### config.mk
export PLATFORM = sky130hd
export DESIGN_NAME = lpcf_ram
export DESIGN_NICKNAME = d
export VERILOG_FILES = /design/src/sv/lpcf_ram.sv
export SDC_FILE = /design/constraint.sdc
export NUM_CORES = 1
export LEC_CHECK = 0
export BUFFER_PORTS_ARGS = -buffer_cell sky130_fd_sc_hd__buf_2
export CAP_MARGIN = 20
export CORE_MARGIN = 2
export CORE_UTILIZATION = 25
export DETAILED_ROUTE_END_ITERATION = 8
export GPL_TIMING_DRIVEN = 1
export HOLD_SLACK_MARGIN = 0.1
export PLACE_DENSITY = 0.36
export SYNTH_ARGS = -nofsm -noshare
export SYNTH_HDL_FRONTEND = slang
export SYNTH_SLANG_ARGS = --single-unit
export TNS_END_PERCENT = 100
### constraint.sdc
create_clock -name clk -period 9.3 [get_ports clk]
set_clock_uncertainty 0.15 [all_clocks]
set_input_delay 1.86 -clock clk [delete_from_list [all_inputs] [get_ports clk]]
set_output_delay 1.86 -clock clk [all_outputs]
set_load 0.005 [all_outputs]
### src/sv/lpcf_ram.sv
// ----------------------------------------------------------------------------
// lpcf_ram: generic single-port-write, single-port-read RAM
// One write and one registered read per cycle.
// ----------------------------------------------------------------------------
module lpcf_ram #(
  parameter int WIDTH = 1,
  parameter int DEPTH = 1024
) (
  input  logic                     clk,
  input  logic                     we,
  input  logic [$clog2(DEPTH)-1:0] waddr,
  input  logic [WIDTH-1:0]         wdata,
  input  logic                     re,
  input  logic [$clog2(DEPTH)-1:0] raddr,
  output logic [WIDTH-1:0]         rdata
);

  logic [WIDTH-1:0] mem [DEPTH];

  always_ff @(posedge clk) begin
    if (we) begin
      mem[waddr] <= wdata;
    end
    if (re) begin
      rdata <= mem[raddr];
    end
  end

endmodule

## Word-level counts from Yosys, hierarchy flattened

Memories as Yosys holds them, arrays and structs flattened. A register that Yosys moved wholly into a read port is not among the register bits.
Index checks and enable logic that the tools add are counted.

| operators by class | value |
|---|---|
| muxes and demuxes | 2 |

Operator list:

| operator | count |
|---|---|
| $mux W1 | 2 |

| storage, ports and cells | value |
|---|---|
| bits in writable memories | 1,024 |
| memories | 1 |
| register bits | 0 |
| logic and storage cells | 3 |

Memory list:

| memory | words | bits a word | rd ports | clocked after Yosys merged registers in | wr ports | RTL line | source |
|---|---|---|---|---|---|---|---|
| mem | 1,024 | 1 | 1 | 1 | 1 | 18 | `logic [WIDTH-1:0] mem [DEPTH];` |

## Longest topological paths before layout

| logic depth | value |
|---|---|
| word-level depth | 2 |
| mapped depth | 15 |
| gate-level depth less buffers | 8 |

## Least setup slack after synthesis

Ideal clock, no wire load.

| timing | value |
|---|---|
| kind | input port to flip-flop |
| from | input port raddr[0] |
| to | register rdata (read register of mem) (data pin) |
| setup slack | 4.878 ns |
| setup time | 0.275 ns |
| cell stages on the path | 10 |
| arrival | 3.997 ns |
| buffers on the path | 4 |
| path through | buf_6 > buf_12 > buf_12 > buf_2 > mux4_2 > mux4_2 > a211oi_1 > nor2_1 > o311ai_1 > o2111ai_1 |

RTL lines:

| element | RTL line | source |
|---|---|---|
| start, declared | 14 | `input logic [$clog2(DEPTH)-1:0] raddr,` |
| end, declared | 15 | `output logic [WIDTH-1:0] rdata` |

==> reports/results.tsv <==
stage	metric	value	unit
synthesis	top_reg_cell synth	edfxtp_1	
setup_path	crit path max fanout	65	
sta	final hold viol count	0	
synthesis	asr flop ratio synth	0	%
grt	first-pass GRT wire length	215000	um
place	PortBufs	24	
clocking	CTS tree	done	
setup_path	Worst path max stage delay	0.92	ns
setup_path	crit path from	raddr[1]	
setup_path	Worst Path Buf+Inv	3	
min_path	Hold Path Class	register to register	
sta	Final Critical Period	5.38	ns
route	vias per cell	4.85	
route	DRT iter0 DRCs	2321	
synthesis	sequential area share after synthesis	68.9	%
layout	n_diodes	0	
sta	Setup TNS	0	ns
setup_path	worst r2r path cells	8	
synthesis	leading area contributor after synthesis	edfxtp_1	
setup_path	FF-to-FF Start	mem[811]	
clocking	setup bufs post-CTS	0	
synthesis	post-synthesis register bit count	1025	
synthesis	Synth Net Count	3136	
clocking	root buffer cell	clkbuf_16	
die	overall die height	427	um
sta	fmax	186	MHz
synthesis	Synth Instances	3112	
place	Placer Congestion	0.740	
sta	Worst Max-Slew Pin Slew	1.22	ns
synthesis	yosys warns	0	
clocking	clock sink total	1025	
synthesis	mapped cell area	44700	um2
clocking	hold_buf cts	0	
setup_path	CP endpoint kind	register	
setup_path	slowest CP cell	o21ai_0	
setup_path	crit start category	primary input	
setup_path	worst flop-to-flop path endpoint	rdata	
power_and_ir_drop	Power Density	197	nW/um2
grt	via count of the first global-routing pass	27600	
setup_path	worst path arrival time	5.80	ns
synthesis	most frequent cell after synthesis	nor2_1	
place	HPWL after detailed placement	80100	um
sta	Finish-stage setup viols	0	
grt	GR Overflow Total	0	
min_path	Hold Crit Endpoint	rdata	
clocking	H-Tree Depth	3	
synthesis	Mean Syn Cell Area	14.4	um2
clocking	CTS max path bufs	3	
run_status	outcome	finished, final reports clean	
synthesis	commonest cells in the netlist	1,036 x nor2_1, 1,025 x edfxtp_1, 200 x mux4_2	
setup_path	Crit path required time	9.72	ns
sta	Worst slew margin	18.8	%
sta	post-route clock period utilization	57.9	%
setup_path	crit path cell chain	buf_8, nand2_2, buf_4, buf_4, o221ai_1, o22ai_1, o21ai_0, and4_1, nor4_1, o2111ai_1	
sta	RSZ-0062 raised after global routing	false	
clocking	# resized after CTS	0	
grt	largest net degree at the start of global routing	219	
run	maxcap violations	0	
synthesis	Synth top area share	68.9	%
power_and_ir_drop	worst vdd ir	0.141	mV
layout	area grow syn2layout	15.1	%
die	row cnt	155	
route	final WL	154000	um
route	DR pass1 iterations	7	
min_path	WHS Path Cells	7	
setup_path	Crit path max-delay family	compound AO/OA/AOI/OAI gates	
route	post-DR wirelength/cell	28.0	um
layout	Final Util	28.9	%
layout	fin nets	3074	
sta	final-report max-slew violation count	0	
route	# DRC	0	
setup_path	most used cell along the critical path	buf_4	
clocking	Clk pin slew, worst setup/hold paths	0.06	ns
min_path	HP Start	mem[928]	
die	width of the die	427	um
setup_path	WS Path Type	primary input to register	
layout	share of layout cells above drive strength 1	17.0	%
clocking	Clock Latency Late Sink	0.75	ns
die	Initial Utilization	25.1	%
power_and_ir_drop	Lkg Pwr	15.1	nW
die	die area	182000	um2
die	core area	178000	um2
clocking	Num CTS Buffers	116	
synthesis	top post-synthesis cells by area	edfxtp_1 69%, mux4_2 10%, nor2_1 8.7%	
route	ANT nets after route	0	
setup_path	R2R setup slack	5.97	ns
synthesis	number of synthesized flops with an enable pin	1025	
die	# IOs	25	
route	Vias	26700	
grt	initial antenna violation count	4	
grt	GRT Overall Usage	16.8	%
synthesis	Netlist cell types	55	
==> report_power, final <==
group          internal [W]  total [W]  switching, W  leakage [nW]
logic              0.000169   0.000548      0.000379          4.02
registers           0.00509    0.00509    0.00000191          9.21
clock network       0.00257    0.00449       0.00192          1.82
==> metrics by stage <==
step	cell area [um2]	hold slack, ns	worst slack [ns]	power [W]	std cells
floorplan	44700	0.824	4.88	0.00548	3112
global placement	47100	1.22	3.03	0.00573	5261
detailed placement	47200	1.18	3.17	0.00574	5265
CTS	50900	1.18	3.96	0.0102	5480
global route	51400	1.25	3.80	0.0104	5502
finish	51400	1.16	3.92	0.0101	5502
==> cell type report <==
| class | instances | area (um2) |
|---|---|---|
| Timing Repair Buffer | 123 | 1440 |
| Inverter | 6 | 23.8 |
| Tap cell | 2355 | 2950 |
| Multi-Input combinational cell | 1778 | 12600 |
| Clock inverter | 77 | 641 |
| Fill cell | 17900 | 127000 |
| Clock buffer | 138 | 3010 |
| Sequential cell | 1025 | 30800 |
==> cells by family after synthesis <==
family	synth area share, %
mux	13.7
flops	68.9
buf+inv	3.30
compound gates	2.83
simple gates	11.2
==> worst register-to-register path, delay by kind of cell (launching register included) <==
kind	cells	cell delay [ns]
muxes	1	0.50
DFF	1	0.37
AOI/OAI and AO/OA	3	0.94
and+or+nand+nor	4	1.13
==> worst max-delay path by stage <==
stage | end | slack (ns) | cells past startpoint
final | rdata | 3.92 | 10
after global routing | rdata | 3.80 | 10
after CTS | rdata | 3.96 | 10
after detailed placement | rdata | 3.17 | 10
after global placement | rdata | 3.03 | 10
after floorplan | rdata | 4.88 | 10
==> sequential cells by signal (all words and copies together), names as in the netlist <==
register / count
rdata: 1
mem: 1024
==> metal layers <==
metal,track usage (%),wire (um),vias to the layer above
met5,0,0,-
met4,4.07,3140,0
met3,1.89,6310,175
met2,30.1,79400,670
met1,21.7,65300,14400
li1,-,-,11400
==> cell usage in the layout (no fill, tap or decap), types with 7 or more instances in the layout <==
| master | instances |
|---|---|
| buf_16 | 22 |
| nand3_1 | 13 |
| nor2_1 | 1036 |
| mux4_1 | 14 |
| mux2i_1 | 123 |
| nor3_1 | 37 |
| clkbuf_16 | 117 |
| nor2b_1 | 10 |
| nand2b_1 | 7 |
| o221ai_1 | 49 |
| nand2_1 | 80 |
| nand4_1 | 10 |
| edfxtp_1 | 1025 |
| nand3_2 | 23 |
| buf_12 | 7 |
| bufinv_16 | 10 |
| mux4_2 | 200 |
| a22oi_1 | 17 |
| o22ai_1 | 28 |
| buf_2 | 22 |
| clkbuf_1 | 21 |
| o21ai_0 | 11 |
| a21oi_1 | 37 |
| buf_4 | 66 |
| clkinv_2 | 38 |
| clkinv_1 | 26 |
No activity file was read; power rests on OpenSTA's default activity.
