<file path="src/sv/lpcf_pkg.sv">
// ----------------------------------------------------------------------------
// lpcf_pkg: shared types and constants of the lane point cloud filter
// Register indexes, fixed field widths and the item structs.
// ----------------------------------------------------------------------------
package lpcf_pkg;

  localparam int IMAGE_WIDTH_DEF  = 640;
  localparam int IMAGE_HEIGHT_DEF = 480;
  localparam int DECIMATION_DEF   = 5;

  localparam int CFG_IDX_W = 3;
  localparam logic [CFG_IDX_W-1:0] REG_FOCAL_X   = 3'd0;
  localparam logic [CFG_IDX_W-1:0] REG_FOCAL_Y   = 3'd1;
  localparam logic [CFG_IDX_W-1:0] REG_CENTER_X  = 3'd2;
  localparam logic [CFG_IDX_W-1:0] REG_CENTER_Y  = 3'd3;
  localparam logic [CFG_IDX_W-1:0] REG_CAM_H     = 3'd4;
  localparam logic [CFG_IDX_W-1:0] REG_PITCH_COS = 3'd5;
  localparam logic [CFG_IDX_W-1:0] REG_PITCH_SIN = 3'd6;
  localparam logic [CFG_IDX_W-1:0] REG_LAT_LIM   = 3'd7;

  localparam logic signed [31:0] FORWARD_MIN = 32'sd9831;
  localparam logic signed [31:0] FORWARD_MAX = 32'sd65536;

  localparam logic        CMD_MASK  = 1'b0;
  localparam logic        CMD_POINT = 1'b1;

  // Queue entry from front to back: one used point.
  typedef struct packed {
    logic signed [31:0] x;
    logic signed [31:0] y;
    logic signed [31:0] z;
  } lpcf_point_t;

  // Result item.
  typedef struct packed {
    logic signed [31:0] base_z;
    logic signed [31:0] base_y;
    logic signed [31:0] base_x;
    logic signed [31:0] cam_z;
    logic signed [31:0] cam_y;
    logic signed [31:0] cam_x;
    logic               in_lane;
    logic               on_mask;
  } lpcf_result_t;

  // Configuration register set.
  typedef struct packed {
    logic [30:0]        focal_x;
    logic [30:0]        focal_y;
    logic [30:0]        center_x;
    logic [30:0]        center_y;
    logic signed [31:0] camera_height;
    logic signed [17:0] pitch_cosine;
    logic signed [17:0] pitch_sine;
    logic [30:0]        lateral_limit;
  } lpcf_cfg_t;

endpackage

</file>
<file path="src/sv/lpcf_front.sv">
// ----------------------------------------------------------------------------
// lpcf_front: input classifier
// Splits mask writes from points, decimates points, queues used points.
// ----------------------------------------------------------------------------
module lpcf_front
  import lpcf_pkg::*;
#(
  parameter int IMAGE_WIDTH  = IMAGE_WIDTH_DEF,
  parameter int IMAGE_HEIGHT = IMAGE_HEIGHT_DEF,
  parameter int DECIMATION   = DECIMATION_DEF,
  parameter int PIX_W        = $clog2(IMAGE_WIDTH * IMAGE_HEIGHT)
) (
  input  logic              clk,
  input  logic              rst,
  input  logic              in_valid,
  output logic              in_ready,
  input  logic              cmd,
  input  logic [18:0]       mask_index,
  input  logic              mask_bit,
  input  lpcf_point_t       pt,
  input  logic              first_point,
  // back part still holds a point
  input  logic              back_busy,
  // mask write port, applied in the cycle of acceptance
  output logic              mask_we,
  output logic [PIX_W-1:0]  mask_waddr,
  output logic              mask_wdata,
  // queue toward the back part
  output logic              q_valid,
  input  logic              q_ready,
  output lpcf_point_t       q_data
);

  localparam int PH_W = (DECIMATION > 1) ? $clog2(DECIMATION) : 1;
  localparam int PIXELS = IMAGE_WIDTH * IMAGE_HEIGHT;

  logic [PH_W-1:0] point_phase;
  logic [PH_W-1:0] phase_cur;
  logic [PH_W-1:0] phase_next;

  // two-entry queue
  lpcf_point_t qmem [2];
  logic        wptr, rptr;
  logic [1:0]  count;

  logic acc;
  logic push;
  logic pop;
  logic mask_hold;

  // a mask write waits until the queue is empty and the back part is idle
  assign mask_hold = (cmd == CMD_MASK) && ((count != 2'd0) || back_busy);
  assign in_ready  = (count != 2'd2) && !mask_hold;
  assign acc       = in_valid && in_ready;

  assign phase_cur  = first_point ? '0 : point_phase;
  assign phase_next = (phase_cur == PH_W'(DECIMATION - 1)) ? '0 : phase_cur + 1'b1;

  assign push = acc && (cmd == CMD_POINT) && (phase_cur == '0) && (pt.z != 0);
  assign pop  = q_valid && q_ready;

  assign mask_we    = acc && (cmd == CMD_MASK) && ({1'b0, mask_index} < 20'(PIXELS));
  assign mask_waddr = mask_index[PIX_W-1:0];
  assign mask_wdata = mask_bit;

  assign q_valid = (count != 2'd0);
  assign q_data  = qmem[rptr];

  // decimation phase
  always_ff @(posedge clk) begin
    if (rst) begin
      point_phase <= '0;
    end else if (acc && (cmd == CMD_POINT)) begin
      point_phase <= phase_next;
    end
  end

  // queue pointers
  always_ff @(posedge clk) begin
    if (rst) begin
      wptr  <= 1'b0;
      rptr  <= 1'b0;
      count <= 2'd0;
    end else begin
      if (push) wptr <= ~wptr;
      if (pop)  rptr <= ~rptr;
      count <= count + {1'b0, push} - {1'b0, pop};
    end
  end

  always_ff @(posedge clk) begin
    if (push) begin
      qmem[wptr] <= pt;
    end
  end

endmodule

</file>
<file path="config.mk">
export PLATFORM = sky130hd
export DESIGN_NAME = lpcf_front
export DESIGN_NICKNAME = d
export VERILOG_FILES = /design/src/sv/lpcf_pkg.sv /design/src/sv/lpcf_front.sv
export SDC_FILE = /design/constraint.sdc
export NUM_CORES = 1
export LEC_CHECK = 0
export ABC_CLOCK_PERIOD_IN_PS = 18000
export BUFFER_PORTS_ARGS = -buffer_cell sky130_fd_sc_hd__buf_2
export CAP_MARGIN = 25
export CORE_MARGIN = 10
export CORE_UTILIZATION = 40
export CTS_CLUSTER_DIAMETER = 80
export DETAILED_ROUTE_END_ITERATION = 6
export HOLD_SLACK_MARGIN = 0.12
export PLACE_DENSITY = 0.62
export SLEW_MARGIN = 30
export SYNTH_ARGS = -nofsm -noshare
export SYNTH_HDL_FRONTEND = slang
export SYNTH_SLANG_ARGS = --single-unit
</file>
<file path="constraint.sdc">
create_clock -name clk -period 18 [get_ports clk]
set_clock_uncertainty 0.05 [all_clocks]
set_input_delay 2.7 -clock clk [delete_from_list [all_inputs] [get_ports clk]]
set_output_delay 2.7 -clock clk [all_outputs]
set_load 0.05 [all_outputs]
</file>
# Word level (Yosys, flattened, before mapping)
# Memories as Yosys holds them, arrays and structs flattened. A register that Yosys moved wholly into a read port is not among the register bits.
# Cells that the tools add are included.
[word_totals]
input_bits = 123
latch_bits = 0
output_inout_bits = 119
reg_bits = 7
mem_count = 1
ramBits = 192
wordCells = 34
mem_bits_ro = 0
[mem_list]
columns = ["memory", "depth", "width", "rd", "rd_clocked_by_memory_dff", "write_ports", "line", "text"]
rows = [
  ["qmem", 2, 96, 1, 1, 1, "lpcf_front.sv:42", "lpcf_point_t qmem [2];"],
]
[classes]
mux = 6
bitwise_logic = 3
n_shift = 0
eq_ne = 2
div = 0
add_sub_neg = 3
order_cmp = 1
multipliers = 0
reduce_logical = 14
[op_table]
columns = ["cell", "count"]
rows = [
  ["$reduce_bool A32 Y1", 1],
  ["$lt A19 B19 Y1 const B", 1],
  ["$logic_and A1 B1 Y1", 9],
  ["$mux W3", 2],
  ["$mux W1", 4],
  ["$add A3 B1 Y3 const B", 1],
  ["$eq A3 B3 Y1 const B", 1],
  ["$logic_not A3 Y1", 1],
  ["$not A1 Y1", 3],
  ["$add A2 B1 Y2", 1],
  ["$ne A2 B2 Y1 const B", 1],
  ["$reduce_bool A2 Y1", 1],
  ["$sub A2 B1 Y2", 1],
  ["$logic_not A1 Y1", 1],
  ["$logic_or A1 B1 Y1", 1],
]

# Depth between registers and ports, before layout
# Gate-level depths: netlist (run 1).
[depth]
ltp_word = 11
ltp_mapped = 9
mapped_depth_nobuf = 9

# Worst setup path before layout (run 1)
# No wires, ideal clock.
[synth_timing]
path_kind = "input to register"
from = "input port first_point"
to = "memory qmem[0][0] in the netlist's numbering (enable)"
setup_ps = 552
required_time_ps = 17398
setup_slack_ps = 10206
t_arrival_ps = 7192
path_stages = 4
path_buffers = 0
cell_sequence = "nand2b_1 -> ha_1 -> o2111ai_4 -> nor2_1"
[synth_via]
elab_chain_len = 6
[synth_lines]
columns = ["item", "line", "text"]
rows = [
  ["start, declared", "lpcf_front.sv:21", "input logic first_point,"],
  ["$mux W3", "lpcf_front.sv:56", "assign phase_cur = first_point ? '0 : point_phase;"],
  ["$logic_not A3 Y1", "lpcf_front.sv:59", "assign push = acc && (cmd == CMD_POINT) && (phase_cur == '0) && (pt.z != 0);"],
  ["$logic_and A1 B1 Y1 (2 in series)", "lpcf_front.sv:59", ""],
  ["$mux W1", "lpcf_front.sv:92", "if (push) begin"],
  ["$mux W1 (not written as such)", "lpcf_front.sv:93", "qmem[wptr] <= pt;"],
  ["end, declared", "lpcf_front.sv:42", ""],
]
# Every way passes these cells.

# Final worst setup path (run 1)
[layout_timing]
from = "input port mask_index[12]"
to = "output port mask_we"
[layout_via]
elab_chain_len = 2
[layout_lines]
columns = ["item", "line", "text"]
rows = [
  ["start, declared", "lpcf_front.sv:18", "input logic [18:0] mask_index,"],
  ["$lt A19 B19 Y1", "lpcf_front.sv:62", "assign mask_we = acc && (cmd == CMD_MASK) && ({1'b0, mask_index} < 20'(PIXELS));"],
  ["$logic_and A1 B1 Y1", "lpcf_front.sv:62", ""],
  ["end, declared", "lpcf_front.sv:25", "output logic mask_we,"],
]
# Every way passes these cells.

==> results.ini, run 1 <==
[setup_path]
slowest_stage = buf_2
required_ns = 15.25
cp_data_arrival_time_ns = 3.66
worst-path-buf-inv = 2
crit_family = buffers and inverters
slowest_delay_ns = 0.27
crit_type = input pin to output pin
crit_chain = buf_2 -> a21oi_1 -> nor2b_1 -> o31ai_1 -> and4b_1 -> buf_2
start_kind = input pin
rrSetupSlack_ns = 15.24
crit_top_cell = buf_2
end_kind = output pin
critPathMaxFanout = 2

[logic_synthesis]
yosys.area.top_type = edfxtp_1
syn_inst = 386
synth_ff_type = edfxtp_1
yosysUniqueCellTypes = 31
synth-edff-count = 192
ys_top_cells_by_area = edfxtp_1, mux2_2, dfxtp_1, buf_4, buf_2
ys_warn_count = 0
synth_seq_cells = 200
syn_area_per_cell_um2 = 19.75
synth_nets = 513
synth_top_cell_area_share_pct = 75.62
seq_area_frac_synth_pct = 77.72
yosys-top-cells-count = edfxtp_1, mux2_2, buf_4
ys_async_sr_fraction_pct = 0
synth_most_common_cell = edfxtp_1
syn_area_um2 = 7625

[global_routing]
grt-ovfl-total = 0
grt_pass1_vias = 4461
grt_pass1_wl_um = 24320
antenna_found_initial = 2
grt.total_usage_pct = 12.71
grt_max_degree = 61

[die]
die_h_um = 158.1
core-area_um2 = 18710
placementRows = 50
die_w_um = 158.1
die_area_um2 = 24980
initial_utilization_pct = 40.76
io_pins = 242

[placement]
place_ws_ns = 11.57
place_area_um2 = 8877
dpl.cell_count = 809
port_buffers = 215
routabilityCongestion = 0.7239
dpl.hpwl_um = 11700

[worst_hold_path]
hp-class = flop to flop

[timing]
slew_viol_final = 0
slew_headroom_pct = 44.32
rsz0062_at_grt = no
clock.fmax_mhz = 155.9
setup_slack_ns = 11.59
hold_viol = 0
tightest_slew_ns = 0.8353
finalSetupViolations = 0
setup-tns-final_ns = 0
fin_crit_ns = 6.413
period_share_pct = 35.63

[clocking]
clkTransAtPathRegs_ns = 0.07
hold_buffers = 0
insertion_delay_ns = 0.41
postCtsSetupBuffers = 0
cts_tree = done
root_buffer = clkbuf_16
cts_resized = 0
cts_made_buffers = 17
htree_levels = 4
clk_path_buf_depth = 2
cts.sinks = 200

[power_and_ir_drop]
intPower_mw = 0.8531
p_clk_share_pct = 27.6
net-switching-power_mw = 0.4675
vdd_drop_max_mv = 0.06230
power.density_nw_per_um2 = 139.6
netSwitchingFraction_pct = 35.40
power_mw = 1.321
seqPwrFrac_pct = 42.7
combPwrFrac_pct = 29.7
p_leak_nw = 3.492

[detailed_routing]
drt_pass1_iterations = 4
route.detailed.drc = 0
avgRoutedWirePerCell_um = 19.59
wl_um = 16520
vias = 4074
vias_per_cell = 4.833
ant_nets = 0
drt_iter0_drc = 156

[cells_and_area]
stdcell_area_um2 = 9458
area_growth_pct = 24.04
layout.cells.non_filler = 843
fillers = 1577
fin_nets = 721
drive_gt1_share_pct = 58.81

[run]
maxCapViolations = 0

[status]
status = completed

-- cell families (layout without fill, tap and decap cells) --
logic type	count (synthesis)	after routing	share of synthesized area, %
multiplexers	97	97	14.37
other	0	2	0
XOR/XNOR	3	3	0.3447
buffers and inverters	36	257	2.921
flip-flops	200	200	77.72
AO/OA/AOI/OAI	9	9	1.001
AND/OR/NAND/NOR	37	37	2.986
adder cells (fa/ha/maj)	4	4	0.6564
-- worst paths after layout --
| kind | cells after the start | endpoint | startpoint |
|---|---|---|---|
| worst max register to register | 6 | qmem[1][8]$_DFFE_PP_ | count[0]$_SDFF_PP0_ |
| worst min-delay path | 2 | point_phase[1]$_SDFFE_PP0P_ | point_phase[1]$_SDFFE_PP0P_ |
| worst min register to register | 2 | point_phase[1]$_SDFFE_PP0P_ | point_phase[1]$_SDFFE_PP0P_ |
| worst max-delay path | 6 | mask_we | mask_index[12] |
-- per-stage QoR --
step	hold WS, ns	utilization, %
floorplan	0.3868	-
global placement	0.3923	47.23
detailed placement	0.4204	47.46
CTS	0.4310	50.54
global route	0.4526	50.55
finish	0.4290	50.56
-- worst register-to-register path, stage by stage, from the launching register on --
cell,delay [ns]
dfxtp_1,0.38
nand2b_1,0.19
and3_1,0.27
o2111ai_4,0.22
nor2_4,0.38
buf_8,0.22
buf_4,0.64
-- power by group through the flow --
stage	logic (mW)	clock network [mW]	registers, mW
after detailed placement	0.397	0	0.576
after CTS	0.399	0.376	0.565
after global routing	0.412	0.396	0.568
final	0.392	0.364	0.564
after global placement	0.393	0	0.574
after floorplan	0.323	0	0.567
-- sequential cells by signal (all words and copies together), names as in the netlist, named ones only --
| signal | cells |
|---|---|
| point_phase | 3 |
| rptr | 1 |
| wptr | 1 |
| count | 2 |
| qmem | 192 |
-- area by class of cell --
| cell class | instances | area, um^2 | share of cell area (%) |
|---|---|---|---|
| inverter | 4 | 15.01 | 0.1588 |
| multi-input combinational | 150 | 1491 | 15.77 |
| sequential | 200 | 5929 | 62.69 |
| timing repair buffer | 221 | 1149 | 12.14 |
| clock inverter | 14 | 146.4 | 1.548 |
| clock buffer | 18 | 429.2 | 4.538 |
| antenna | 2 | 5.005 | 0.05292 |
| tap | 234 | 292.8 | 3.096 |
-- cell usage in the layout (no fill, tap or decap), drive strengths merged, types with 2 or more instances in the layout --
cell	instances
xnor2	2
dfxtp	8
a21oi	4
edfxtp	192
nand4	2
inv	7
nor2b	2
clkbuf	18
ha	4
buf	221
clkinv	9
nor3	3
nand2	3
mux2	97
diode	2
nand2b	4
nor2	9
nor4	8
-- metal layers --
| metal | GRT usage [%] | wire (um) | up-vias |
|---|---|---|---|
| met5 | 0 | 0 | - |
| met4 | 3.176 | 122 | 0 |
| met3 | 5.102 | 1402 | 16 |
| met2 | 20.99 | 8103 | 150 |
| met1 | 15.19 | 6888 | 2000 |
| li1 | - | - | 1908 |
(Power assumes the default switching activity.)
==> run 2: changes to the inputs <==
- ABC_AREA: default -> 1
- ABC_CLOCK_PERIOD_IN_PS: 18000 -> 5200
- PLACE_DENSITY: 0.62 -> 0.64
- clock period: 18 -> 5.2 ns (I/O delays scaled with it)
==> results.ini, run 2 <==
[setup_path]
cp_data_arrival_time_ns = 2.54
crit_type = flop to output pin
critPathMaxFanout = 62
start_kind = flop
slowest_stage = dfxtp_4
crit_family = flip-flops
slowest_delay_ns = 0.95
required_ns = 4.37
end_kind = output pin
crit_chain = buf_4 -> mux2_2 -> buf_2
worst-path-buf-inv = 2

[die]
die_w_um = 160.7
placementRows = 51
die_h_um = 160.7
core-area_um2 = 19460
die_area_um2 = 25830
initial_utilization_pct = 40.69
io_pins = 242

[clocking]
htree_levels = 4
clk_path_buf_depth = 2
cts_made_buffers = 17
cts_resized = 0
hold_buffers = 0
insertion_delay_ns = 0.42
cts.sinks = 200
root_buffer = clkbuf_16
clkTransAtPathRegs_ns = 0.07
cts_tree = done
postCtsSetupBuffers = 0

[timing]
slew_headroom_pct = 38.27
fin_crit_ns = 3.369
setup-tns-final_ns = 0
clock.fmax_mhz = 296.8
finalSetupViolations = 0
setup_slack_ns = 1.831
hold_viol = 0
rsz0062_at_grt = no
slew_viol_final = 0
tightest_slew_ns = 0.9259
period_share_pct = 64.79

[logic_synthesis]
synth_fa_ha_area_share_pct = 0.6319
synth_most_common_cell = edfxtp_1
synth_top_family_by_area = multiplexers
synth_compound_area_share_pct = 0.9795
yosys.area.top_type = edfxtp_1
synth_top_cell_area_share_pct = 72.80
synth-edff-count = 192
ys_warn_count = 0
synth_ff_type = edfxtp_1
seq_area_frac_synth_pct = 74.82
muxShareOfSynthArea_pct = 15.55
synth_xor_area_share_pct = 0.2212
ys_async_sr_fraction_pct = 0
syn_area_um2 = 7920
yosys-top-cells-count = edfxtp_1, mux2_2, mux2_4
synth-simple-area-share_pct = 2.923
syn_area_per_cell_um2 = 18.55
synth_seq_cells = 200
syn_inst = 427
ys_top_cells_by_area = edfxtp_1, mux2_2, mux2_4, dfxtp_1, buf_4
synth_nets = 554
yosysUniqueCellTypes = 26

[detailed_routing]
vias = 4136
avgRoutedWirePerCell_um = 17.98
vias_per_cell = 4.525
drt_iter0_drc = 198
drt_pass1_iterations = 4
wl_um = 16430
ant_nets = 0
route.detailed.drc = 0

[power_and_ir_drop]
vdd_drop_max_mv = 0.2453
power.density_nw_per_um2 = 496.7
p_leak_nw = 3.777

[status]
status = completed

[worst_hold_path]
hp-class = flop to flop

[global_routing]
busiest_layer = met2
use_met3_pct = 4.831
antenna_found_initial = 0
grt_pass1_wl_um = 24850
use_met2_pct = 19.55
grt.total_usage_pct = 12.28
grt_max_degree = 63
grt-ovfl-total = 0
grt_pass1_vias = 4525
met1_usage_pct = 15.00

[cells_and_area]
drive_gt1_share_pct = 54.55
layout_common_cells = buf_2, edfxtp_1, mux2_2
fin_nets = 763
antenna_cells = 0
layout_commonest_cell = buf_2
largestRegisters = qmem x192, point_phase x3, count x2
regMostFlops = qmem
area_growth_pct = 22.42
largest_reg_flops = 192

[run]
maxCapViolations = 0

[placement]
dpl.hpwl_um = 11840
port_buffers = 215
place_ws_ns = 2.175
routabilityCongestion = 0.7429

## run 2: cell type report
type,instances,area (um^2)
timing repair buffer,221,1121
clock buffer,18,429.2
tap,265,331.6
clock inverter,14,161.4
inverter,28,107.6
sequential,200,5929
multi-input combinational,168,1615
fill,1638,9767
## run 2: logic make-up (layout without fill, tap and decap cells)
logic type / count (synthesis) / in the layout
compound gates: 14 / 14
xor+xnor: 2 / 2
fa+ha+maj: 4 / 4
buf+inv: 59 / 281
flops: 200 / 200
mux: 96 / 96
simple gates: 52 / 52
## run 2: power by group
part | switching (mW) | internal (mW)
Clock | 0.610 | 0.686
Sequential | 0.101 | 1.91
Combinational | 1.04 | 0.462
Total | 1.76 | 3.06
## run 2: metal layers
layer | part of all wire (%) | vias up
met2 | 47 | 180
li1 | - | 1980
met3 | 8.1 | 16
met5 | 0 | -
met1 | 44 | 1960
met4 | 1.4 | 0
## run 2: worst reg2reg max path, stage by stage (launching register included)
cell and delay [ns]:
dfxtp_1 0.38, inv_1 0.07, nand2_2 0.08, nand3_4 0.10, nor3b_2 0.23, nand3_1 0.17
inv_4 0.57, buf_4 0.46
## run 2: through the flow
stage                     power [mW]  hold slack (ns)  utilization [%]  cells  cell area (um^2)
after global routing           5.012           0.4264            49.82    914              9696
final                          4.816           0.4077            49.82    914              9696
after floorplan                3.314           0.3797                -    427              7923
after detailed placement       3.577           0.3965            46.78    882              9105
after global placement         3.561           0.3859            46.78    882              9105
after CTS                      4.877           0.4094            49.82    914              9696
## run 2: worst paths after layout
check	to	start	depth (start not counted)	slack, ns
worst max-delay path	q_data[3]	flop	3	1.83
worst min-delay path	flop	rptr$_SDFFE_PP0P_	1	0.41
worst max register to register	qmem[1][90]$_DFFE_PP_	count[0]$_SDFF_PP0_	7	2.75
worst min register to register	flop	rptr$_SDFFE_PP0P_	1	0.41
==> run 3: changes to the inputs <==
- ABC_CLOCK_PERIOD_IN_PS: 5200 -> 3400
- PLACE_DENSITY: 0.64 -> 0.62
- clock period: 5.2 -> 3.4 ns (I/O delays scaled with it)
==> results.ini, run 3 (synthesis results as in run 2) <==
[die]
placementRows = 51
initial_utilization_pct = 40.69
die_area_um2 = 25830
die_h_um = 160.7
die_w_um = 160.7
core-area_um2 = 19460
io_pins = 242

[global_routing]
grt.total_usage_pct = 12.36
antenna_found_initial = 0
grt_pass1_wl_um = 25320
grt_pass1_vias = 4638
grt-ovfl-total = 0
grt_max_degree = 97

[timing]
setup-tns-final_ns = 0
rsz0062_at_grt = no
fin_crit_ns = 2.598
slew_headroom_pct = 62.53
period_share_pct = 76.40
slew_viol_final = 0
tightest_slew_ns = 0.5620
finalSetupViolations = 0
hold_viol = 0
clock.fmax_mhz = 385.0

[power_and_ir_drop]
p_leak_nw = 3.776
power.density_nw_per_um2 = 760.6
vdd_drop_max_mv = 0.4159
power_mw = 7.405

[detailed_routing]
vias_per_cell = 4.564
ant_nets = 0
route.detailed.drc = 0
avgRoutedWirePerCell_um = 17.86
wl_um = 16300
vias = 4167
drt_pass1_iterations = 4
drt_iter0_drc = 158

[setup_path]
cp_data_arrival_time_ns = 2.04
rrSetupSlack_ns = 1.34
critPathMaxFanout = 25
start_kind = flop
crit_type = flop to output pin
required_ns = 2.84
end_kind = output pin

[cells_and_area]
layout_commonest_cell = buf_2
fin_nets = 763
largest_reg_flops = 192
regMostFlops = qmem
area_growth_pct = 22.92
fillers = 1656
layout.cells.non_filler = 913
antenna_cells = 0
drive_gt1_share_pct = 54.63
largestRegisters = qmem x192, point_phase x3, count x2
layout_common_cells = buf_2, edfxtp_1, mux2_2

[clocking]
cts.sinks = 200
cts_made_buffers = 17
clkTransAtPathRegs_ns = 0.07
insertion_delay_ns = 0.42
root_buffer = clkbuf_16
clk_path_buf_depth = 2
postCtsSetupBuffers = 0
hold_buffers = 0
htree_levels = 4
cts_resized = 0
cts_tree = done

[placement]
dpl.hpwl_um = 11450
port_buffers = 215
routabilityCongestion = 0.7282
dpl.cell_count = 882

[status]
status = completed

[run]
maxCapViolations = 0

[worst_hold_path]
hp-class = input pin to flop

run 3: cell types whose count changed in the layout (fill, tap and decap cells not counted), sizes merged:
cell and change:
bufinv +1, clkinv +1, inv -4, clkbuf -1, clkinvlp +2
run 3: path summary, 6_finish.rpt:
check                                   start                     endpoint  depth (start not counted)
hold reg to reg   point_phase[1]$_SDFFE_PP0P_  point_phase[1]$_SDFFE_PP0P_                          2
hold / removal                         pt[70]        qmem[0][70]$_DFFE_PP_                          1
setup / recovery                         flop                   q_data[27]                          3
setup reg to reg          count[0]$_SDFF_PP0_        qmem[0][38]$_DFFE_PP_                          7
run 3: stage by stage:
| step | worst slack, ns | util, % | area [um^2] | hold slack [ns] |
|---|---|---|---|---|
| final | 0.8025 | 50.02 | 9736 | 0.2219 |
| after global routing | 0.6760 | 50.02 | 9736 | 0.1973 |
| after CTS | 0.7360 | 50.02 | 9736 | 0.1988 |
| after detailed placement | 1.015 | 46.98 | 9144 | 0.3954 |
| after global placement | 1.056 | 46.98 | 9144 | 0.3895 |
| after floorplan | 0.3611 | - | 7931 | 0.3797 |
run 3: layer usage:
metal / track usage, % / wire (um)
met4: 3.143 / 117
met5: 0 / 0
met1: 14.72 / 7030
met2: 20.44 / 7864
met3: 4.985 / 1292
run 3: worst max-delay path: stages (launching register included):
cell and delay [ns]:
dfxtp_4 0.61, buf_4 0.39, mux2_2 0.39, buf_2 0.21
run 3: final cells by class:
type,instances,area [um^2],area share (%)
tap,265,331.6,3.406
multi-input combinational,168,1615,16.59
clock buffer,17,425.4,4.370
timing repair buffer,221,1159,11.90
clock inverter,14,166.4,1.709
sequential,200,5929,60.90
inverter,28,108.9,1.118
run 3: power breakdown:
part | total [mW] | switching (mW) | leakage, nW | internal [mW]
registers | 3.02 | 0.0955 | 1.82 | 2.92
logic | 2.39 | 1.67 | 1.68 | 0.721
clock network | 2.00 | 0.898 | 0.279 | 1.10
